===== src/rtl/pat_pkg.sv =====
// pat_pkg: shared types and constants of the program association section parser
// holds the parser state struct, the result struct, phase encoding and result codes
// no dependencies
package pat_pkg;

  // parser phase, one-hot
  typedef enum logic [3:0] {
    PH_IDLE   = 4'b0001,
    PH_HEADER = 4'b0010,
    PH_ENTRY  = 4'b0100,
    PH_CRC    = 4'b1000
  } phase_t;

  // result kinds
  localparam logic [1:0] KIND_ENTRY = 2'd0;
  localparam logic [1:0] KIND_DONE  = 2'd1;
  localparam logic [1:0] KIND_ERROR = 2'd2;

  // error codes
  localparam logic [1:0] ERR_TABLE_ID     = 2'd0;
  localparam logic [1:0] ERR_RESERVED_LEN = 2'd1;
  localparam logic [1:0] ERR_LEN_LARGE    = 2'd2;

  // header byte positions
  localparam logic [2:0] HB_TABLE_ID = 3'd0;
  localparam logic [2:0] HB_LEN_HI   = 3'd1;
  localparam logic [2:0] HB_LEN_LO   = 3'd2;
  localparam logic [2:0] HB_TSID_HI  = 3'd3;
  localparam logic [2:0] HB_TSID_LO  = 3'd4;
  localparam logic [2:0] HB_VERSION  = 3'd5;
  localparam logic [2:0] HB_SECNUM   = 3'd6;

  // last byte of a 4-byte entry or of the crc
  localparam logic [2:0] QUAD_LAST = 3'd3;

  localparam logic [7:0]  TABLE_ID_FORBIDDEN = 8'hFF;
  localparam logic [11:0] LEN_RESERVED_MASK  = 12'hC00;
  localparam logic [11:0] LEN_LIMIT          = 12'h3FD;
  localparam logic [11:0] LEN_FIXED          = 12'd9;

  typedef struct packed {
    phase_t      phase;
    logic [2:0]  byte_count;
    logic [11:0] length_field;
    logic [8:0]  entries_left;
    logic [23:0] entry_bytes;
    logic [15:0] stream_id;
    logic [4:0]  version;
    logic        current_next;
    logic [7:0]  section_number;
    logic [7:0]  last_section;
  } state_t;

  typedef struct packed {
    logic [1:0]  kind;
    logic [1:0]  error_code;
    logic [15:0] program_number;
    logic [12:0] pid;
    logic        is_network;
    logic [15:0] stream_id;
    logic [4:0]  version;
    logic        current_next;
    logic [7:0]  section_number;
    logic [7:0]  last_section_number;
  } result_t;

  // parser state after reset: idle, everything else zero
  localparam state_t STATE_RESET = '{
    phase:          PH_IDLE,
    byte_count:     3'd0,
    length_field:   12'd0,
    entries_left:   9'd0,
    entry_bytes:    24'd0,
    stream_id:      16'd0,
    version:        5'd0,
    current_next:   1'b0,
    section_number: 8'd0,
    last_section:   8'd0
  };

endpackage


===== src/rtl/pat_step.sv =====
// pat_step: next-state and result logic for one section byte
// combinational; depends on pat_pkg
module pat_step (
  input  pat_pkg::state_t  cur,
  input  logic [7:0]       section_byte,
  input  logic             section_start,
  output pat_pkg::state_t  nxt,
  output logic             res_valid,
  output pat_pkg::result_t res
);

  pat_pkg::phase_t ph;
  logic [2:0]      cnt;
  logic [11:0]     len_full;
  logic [11:0]     len_minus;
  logic [8:0]      entries_new;
  logic [8:0]      entries_dec;

  assign len_full    = {cur.length_field[11:8], section_byte};
  assign len_minus   = cur.length_field - pat_pkg::LEN_FIXED;
  assign entries_new = (cur.length_field >= pat_pkg::LEN_FIXED) ? len_minus[10:2] : 9'd0;
  assign entries_dec = cur.entries_left - 9'd1;

  always_comb begin
    nxt       = cur;
    res_valid = 1'b0;
    res       = '0;
    ph        = section_start ? pat_pkg::PH_HEADER : cur.phase;
    cnt       = section_start ? 3'd0 : cur.byte_count;
    nxt.phase      = ph;
    nxt.byte_count = cnt;

    case (ph)
      pat_pkg::PH_HEADER: begin
        nxt.byte_count = cnt + 3'd1;
        case (cnt)
          pat_pkg::HB_TABLE_ID: begin
            if (section_byte == pat_pkg::TABLE_ID_FORBIDDEN) begin
              res_valid      = 1'b1;
              res.kind       = pat_pkg::KIND_ERROR;
              res.error_code = pat_pkg::ERR_TABLE_ID;
            end
          end
          pat_pkg::HB_LEN_HI: nxt.length_field = {section_byte[3:0], 8'h00};
          pat_pkg::HB_LEN_LO: begin
            nxt.length_field = len_full;
            if ((len_full & pat_pkg::LEN_RESERVED_MASK) != 12'd0) begin
              res_valid      = 1'b1;
              res.kind       = pat_pkg::KIND_ERROR;
              res.error_code = pat_pkg::ERR_RESERVED_LEN;
            end else if (len_full >= pat_pkg::LEN_LIMIT) begin
              res_valid      = 1'b1;
              res.kind       = pat_pkg::KIND_ERROR;
              res.error_code = pat_pkg::ERR_LEN_LARGE;
            end
          end
          pat_pkg::HB_TSID_HI: nxt.stream_id = {section_byte, 8'h00};
          pat_pkg::HB_TSID_LO: nxt.stream_id = {cur.stream_id[15:8], section_byte};
          pat_pkg::HB_VERSION: begin
            nxt.version      = section_byte[5:1];
            nxt.current_next = section_byte[0];
          end
          pat_pkg::HB_SECNUM: nxt.section_number = section_byte;
          default: begin
            nxt.last_section = section_byte;
            nxt.entries_left = entries_new;
            nxt.byte_count   = 3'd0;
            nxt.phase        = (entries_new != 9'd0) ? pat_pkg::PH_ENTRY : pat_pkg::PH_CRC;
          end
        endcase
        // any header error drops back to idle
        if (res_valid) begin
          nxt.phase      = pat_pkg::PH_IDLE;
          nxt.byte_count = 3'd0;
        end
      end

      pat_pkg::PH_ENTRY: begin
        if (cnt < pat_pkg::QUAD_LAST) begin
          nxt.entry_bytes = {cur.entry_bytes[15:0], section_byte};
          nxt.byte_count  = cnt + 3'd1;
        end else begin
          res_valid          = 1'b1;
          res.kind           = pat_pkg::KIND_ENTRY;
          res.program_number = cur.entry_bytes[23:8];
          res.pid            = {cur.entry_bytes[4:0], section_byte};
          res.is_network     = (cur.entry_bytes[23:8] == 16'd0);
          nxt.byte_count     = 3'd0;
          nxt.entries_left   = entries_dec;
          if (entries_dec == 9'd0) begin
            nxt.phase = pat_pkg::PH_CRC;
          end
        end
      end

      pat_pkg::PH_CRC: begin
        if (cnt < pat_pkg::QUAD_LAST) begin
          nxt.byte_count = cnt + 3'd1;
        end else begin
          res_valid               = 1'b1;
          res.kind                = pat_pkg::KIND_DONE;
          res.stream_id           = cur.stream_id;
          res.version             = cur.version;
          res.current_next        = cur.current_next;
          res.section_number      = cur.section_number;
          res.last_section_number = cur.last_section;
          nxt.phase               = pat_pkg::PH_IDLE;
          nxt.byte_count          = 3'd0;
        end
      end

      default: begin
        // idle: bytes are dropped
        nxt.phase      = pat_pkg::PH_IDLE;
        nxt.byte_count = cnt;
      end
    endcase
  end

endmodule


===== src/rtl/pat_section_parser_core.sv =====
// pat_section_parser_core: byte-serial parser of a program association section
// one byte in per cycle, at most one entry, done or error item out per byte
// depends on pat_pkg and pat_step
//
// a result item is presented on out_* in the cycle after its byte is accepted
// throughput: one byte per cycle; the only hold-off is a full result register not taken
// reset (rst_n low, synchronous): parser idle, all counters and header fields zero,
// result register empty
module pat_section_parser_core (
  input  logic        clk,
  input  logic        rst_n,

  input  logic        in_valid,
  output logic        in_ready,
  input  logic [7:0]  in_section_byte,
  input  logic        in_section_start,

  output logic        out_valid,
  input  logic        out_ready,
  output logic [1:0]  out_kind,
  output logic [1:0]  out_error_code,
  output logic [15:0] out_program_number,
  output logic [12:0] out_pid,
  output logic        out_is_network,
  output logic [15:0] out_stream_id,
  output logic [4:0]  out_version,
  output logic        out_current_next,
  output logic [7:0]  out_section_number,
  output logic [7:0]  out_last_section_number
);

  // parser state: phase, position counter, length, entry shift register, header fields
  pat_pkg::state_t  state_r;
  pat_pkg::state_t  state_nxt;

  // result register, loaded in the cycle its byte is accepted
  logic             out_valid_r;
  pat_pkg::result_t res_r;

  logic             step_res_valid;
  pat_pkg::result_t step_res;
  logic             in_fire;

  // a byte can enter whenever the result register is empty or being drained this cycle,
  // so the result register doubles as the output stage and no bubble is inserted
  assign in_ready = !out_valid_r || out_ready;
  assign in_fire  = in_valid && in_ready;

  pat_step u_step (
    .cur           (state_r),
    .section_byte  (in_section_byte),
    .section_start (in_section_start),
    .nxt           (state_nxt),
    .res_valid     (step_res_valid),
    .res           (step_res)
  );

  // state advances only on an accepted byte
  always_ff @(posedge clk) begin
    if (!rst_n) begin
      state_r <= pat_pkg::STATE_RESET;
    end else if (in_fire) begin
      state_r <= state_nxt;
    end
  end

  // result valid: set by a byte that produces an item, cleared when taken
  always_ff @(posedge clk) begin
    if (!rst_n) begin
      out_valid_r <= 1'b0;
    end else if (in_fire) begin
      out_valid_r <= step_res_valid;
    end else if (out_ready) begin
      out_valid_r <= 1'b0;
    end
  end

  // result payload, no reset needed
  always_ff @(posedge clk) begin
    if (in_fire && step_res_valid) begin
      res_r <= step_res;
    end
  end

  assign out_valid               = out_valid_r;
  assign out_kind                = res_r.kind;
  assign out_error_code          = res_r.error_code;
  assign out_program_number      = res_r.program_number;
  assign out_pid                 = res_r.pid;
  assign out_is_network          = res_r.is_network;
  assign out_stream_id           = res_r.stream_id;
  assign out_version             = res_r.version;
  assign out_current_next        = res_r.current_next;
  assign out_section_number      = res_r.section_number;
  assign out_last_section_number = res_r.last_section_number;

  // an error item always leaves the parser idle
  a_error_goes_idle: assert property (@(posedge clk) disable iff (!rst_n)
    in_fire && step_res_valid && step_res.kind == pat_pkg::KIND_ERROR
      |=> state_r.phase == pat_pkg::PH_IDLE)
    else $error("parser not idle after error item");

  // entry and crc phases only count through one 4-byte group
  a_quad_count: assert property (@(posedge clk) disable iff (!rst_n)
    (state_r.phase == pat_pkg::PH_ENTRY || state_r.phase == pat_pkg::PH_CRC)
      |-> state_r.byte_count <= pat_pkg::QUAD_LAST)
    else $error("byte counter out of range in entry or crc phase");

  // entry phase is never entered or held with nothing left to parse
  a_entries_nonzero: assert property (@(posedge clk) disable iff (!rst_n)
    state_r.phase == pat_pkg::PH_ENTRY |-> state_r.entries_left != 9'd0)
    else $error("entry phase with zero entries left");

  // network flag only on entry items with program zero
  a_network_flag: assert property (@(posedge clk) disable iff (!rst_n)
    out_valid && out_is_network
      |-> out_kind == pat_pkg::KIND_ENTRY && out_program_number == 16'd0)
    else $error("network flag on wrong item");

  // phase register stays one-hot
  a_phase_onehot: assert property (@(posedge clk) disable iff (!rst_n)
    $onehot(state_r.phase))
    else $error("phase register not one-hot");

endmodule

===== config.mk =====
export PLATFORM = sky130hd
export DESIGN_NAME = pat_section_parser_core
export DESIGN_NICKNAME = d
export VERILOG_FILES = /design/src/rtl/pat_pkg.sv /design/src/rtl/pat_step.sv /design/src/rtl/pat_section_parser_core.sv
export SDC_FILE = /design/constraint.sdc
export NUM_CORES = 1
export LEC_CHECK = 0
export ABC_CLOCK_PERIOD_IN_PS = 7100
export BUFFER_PORTS_ARGS = -buffer_cell sky130_fd_sc_hd__buf_2
export CAP_MARGIN = 20
export CELL_PAD_IN_SITES_DETAIL_PLACEMENT = 2
export CELL_PAD_IN_SITES_GLOBAL_PLACEMENT = 2
export CORE_UTILIZATION = 39
export CTS_BUF_LIST = sky130_fd_sc_hd__clkbuf_4
export CTS_CLUSTER_DIAMETER = 120
export DETAILED_ROUTE_END_ITERATION = 6
export GPL_TIMING_DRIVEN = 0
export PLACE_DENSITY = 0.86
export SETUP_SLACK_MARGIN = 0.4
export SYNTH_ARGS = -nofsm -noshare
export SYNTH_HDL_FRONTEND = slang
export SYNTH_HIERARCHICAL = 1
export SYNTH_SLANG_ARGS = --single-unit

===== constraint.sdc =====
create_clock -name clk -period 7.1 [get_ports clk]
set_input_delay 0.71 -clock clk [delete_from_list [all_inputs] [get_ports clk]]
set_output_delay 0.71 -clock clk [all_outputs]
set_load 0.02 [all_outputs]

==> summary.txt <==
Die height -> 147.9 um
Final WL -> 27570 um
DIE AREA -> 21870 um2
Slew at the pin with the worst max-slew slack -> 0.7716 ns
Syn. warnings -> 6
Initial DRC Count -> 347
Mapped Cells -> 837
Layout Nets -> 961
Layout cells sized above 1 -> 15.72%
Top FF cell, synth -> dfxtp_1
TritonCTS clock tree -> built
Reg area -> 3984 um2
Status -> completed
Gr usage total -> 26.15%
Std cell rows -> 53
Syn avg cell area -> 9.918 um2
Area growth, synth to finish -> 13.16%
CP Max Fanout -> 38
Final setup fails -> 0
CP arrival -> 3.76 ns
Crit end category -> flop
Period minus WS final -> 3.453 ns
Worst-case clock skew -> 0.03518 ns
Largest net degree at the start of global routing -> 39
Cell count after placement -> 1197
Number of enable flip-flop cells after synthesis -> 72
H-tree depth -> 4
Most common cell in the synthesized netlist -> nand2_1
DR pass1 iterations -> 4
IO Count -> 87
CP startpoint kind -> input pin
CTS Buffer Depth -> 2
Vias per inst -> 5.541
DP Wirelength -> 19600 um
Synthesized Nets -> 857
CP required -> 7.41 ns
Distinct cells, synth -> 60
Final Core Density -> 44.83%
VDD IR max -> 86.02 uV
TNS Setup -> 0 ns
RSZ-0062 raised after global routing -> false
Final Hold Viols -> 0
Critical Path Max Stage Delay -> 0.38 ns
Crit path kind -> input pin to flop
Post-CTS Hold Fix Bufs -> 0
Starting Density -> 39.62%
GP Congestion -> 0.8293
Synth area leader -> edfxtp_1
Pre-CTS WS -> 3.178 ns
Routed Antenna Nets -> 0
Fin worst setup slack -> 3.647 ns
Pleak -> 3.817 nW
Final Max Slew Viols -> 0
IO buf count -> 83
Core footprint -> 20960 um2
Crit-path slowest cell -> nor2b_4
Fin cells -> 1230
Yosys reg bits -> 163
DR DRC count -> 0
Period utilisation layout -> 48.63%
Post-cts sizing count -> 0
Multi-input gate area -> 3835 um2
Ranking of synthesized cells by area -> edfxtp_1 26%, dfxtp_1 22%, mux2i_1 11%, nand2_1 9.1%, mux2_1 5.2%
Antenna violations before repair -> 1
PwrDens -> 177.4 nW/um2
First-pass GRT wire length -> 43400 um
Asr flop ratio synth -> 0%
Post-synth top area share -> 26.04%
Fmax -> 0.2896 GHz
Grt ovf -> 0
Max transition margin -> 48.17%
Fillers -> 2275
Post-Syn Area -> 8302 um2
CTS Buf Count -> 17
Root Driver -> clkbuf_4
Worst path cell trace -> buf_2 > buf_2 > inv_1 > nand2_1 > inv_1 > ha_1 > o21ai_1 > o31ai_1 > a21oi_1 > nor2_1 > or3_1 > nand2_1 > nor2b_4 > buf_12 > buf_12
Clock Sinks -> 163
Synth top cells by count -> 201 x nand2_1, 91 x dfxtp_1, 89 x mux2i_1, 72 x edfxtp_1, 44 x and3_1
Clock Latency Late Sink -> 0.61 ns
Routed len/inst -> 22.41 um
Max cap viols -> 0
Clock transition at the registers of the reported paths -> 0.15 ns
Vias in the first global route -> 7566
Die W -> 147.9 um
Post-CTS setup buffer count -> 0
Vias -> 6816
Hold WC Path Type -> input pin to flop
Sequential-to-total area share from yosys stat -> 47.99%
==> flip-flops by register name, indices dropped and copies added (netlist names) <==
name / cells
out_program_number: 16
out_current_next: 1
out_stream_id: 16
state_r: 90
out_version: 5
out_kind: 2
out_valid: 1
out_pid: 13
out_error_code: 2
out_is_network: 1
out_section_number: 8
out_last_section_number: 8
==> per-layer routing <==
metal / vias up / global-route usage [%] / routed length (um)
met2: 163 / 47.19 / 14290
met5: - / 0 / 0
met4: 0 / 9.845 / 731
li1: 3148 / - / -
met1: 3457 / 31.19 / 11480
met3: 48 / 3.951 / 1063
==> final timing paths <==
| kind | from | to | slack (ns) | cells past startpoint |
|---|---|---|---|---|
| worst min register to register | state_r[2] | state_r[2] | 0.49 | 2 |
| worst min-delay path | out_ready | out_valid | 0.44 | 3 |
| worst max-delay path | in_section_start | out_program_number[15] | 3.65 | 15 |
| worst max register to register | state_r[84] | out_program_number[15] | 3.74 | 12 |
==> placed cells by master (no fill, tap or decap), drive strengths merged, types with 12 or more instances in the layout <==
| master | instances |
|---|---|
| mux2 | 38 |
| o21ai | 24 |
| and2 | 25 |
| inv | 25 |
| a22o | 20 |
| a21oi | 12 |
| clkbuf | 58 |
| nor2 | 31 |
| edfxtp | 72 |
| nand3 | 19 |
| dfxtp | 91 |
| nand2 | 201 |
| mux2i | 89 |
| and3 | 44 |
| buf | 105 |
==> worst max-delay path: cells and delay by family <==
| family | cells | cell delay, ns |
|---|---|---|
| adders and majority gates | 1 | 0.32 |
| AOI/OAI and AO/OA | 3 | 0.63 |
| and+or+nand+nor | 5 | 0.98 |
| buffers and inverters | 6 | 1.07 |
==> metrics by stage <==
| stage | area [um2] | power, mW | hold WS [ns] |
|---|---|---|---|
| 3_3_place_gp | 9061 | 1.104 | 0.4430 |
| 3_5_place_dp | 9109 | 1.108 | 0.4689 |
| 4_1_cts | 9392 | 1.674 | 0.4242 |
| 2_1_floorplan | 8302 | 1.069 | 0.4335 |
| 5_1_grt | 9394 | 1.710 | 0.4601 |
| 6_report | 9394 | 1.667 | 0.4411 |
==> report_power, final <==
group	leakage, nW	internal, mW	total (mW)	switching, mW
Combinational	2.27	0.0371	0.111	0.0737
Clock	0.150	0.194	0.578	0.385
Sequential	1.39	0.974	0.977	0.00384
Total	3.82	1.20	1.67	0.462
==> cells by family (layout without fill, tap and decap cells) <==
| logic type | count (synthesis) | count (layout) | share of synthesized area (%) |
|---|---|---|---|
| AO/OA/AOI/OAI | 92 | 92 | 8.063 |
| AND/OR/NAND/NOR | 369 | 369 | 20.99 |
| multiplexers | 127 | 127 | 15.89 |
| other | 0 | 1 | 0 |
| flip-flops | 163 | 163 | 47.99 |
| adder cells (fa/ha/maj) | 7 | 7 | 1.055 |
| buffers and inverters | 78 | 195 | 5.908 |
| XOR/XNOR | 1 | 1 | 0.1055 |
==> cell type report <==
class	count	share of cell area (%)
Sequential cell	163	42.41
Antenna cell	1	0.02664
Buffer	59	4.462
Clock buffer	19	1.518
Clock inverter	13	1.492
Timing Repair Buffer	85	4.848
Inverter	19	0.7592
Tap cell	275	3.663
Multi-Input combinational cell	596	40.82
Note: power is estimated with default switching activity, not from simulation.
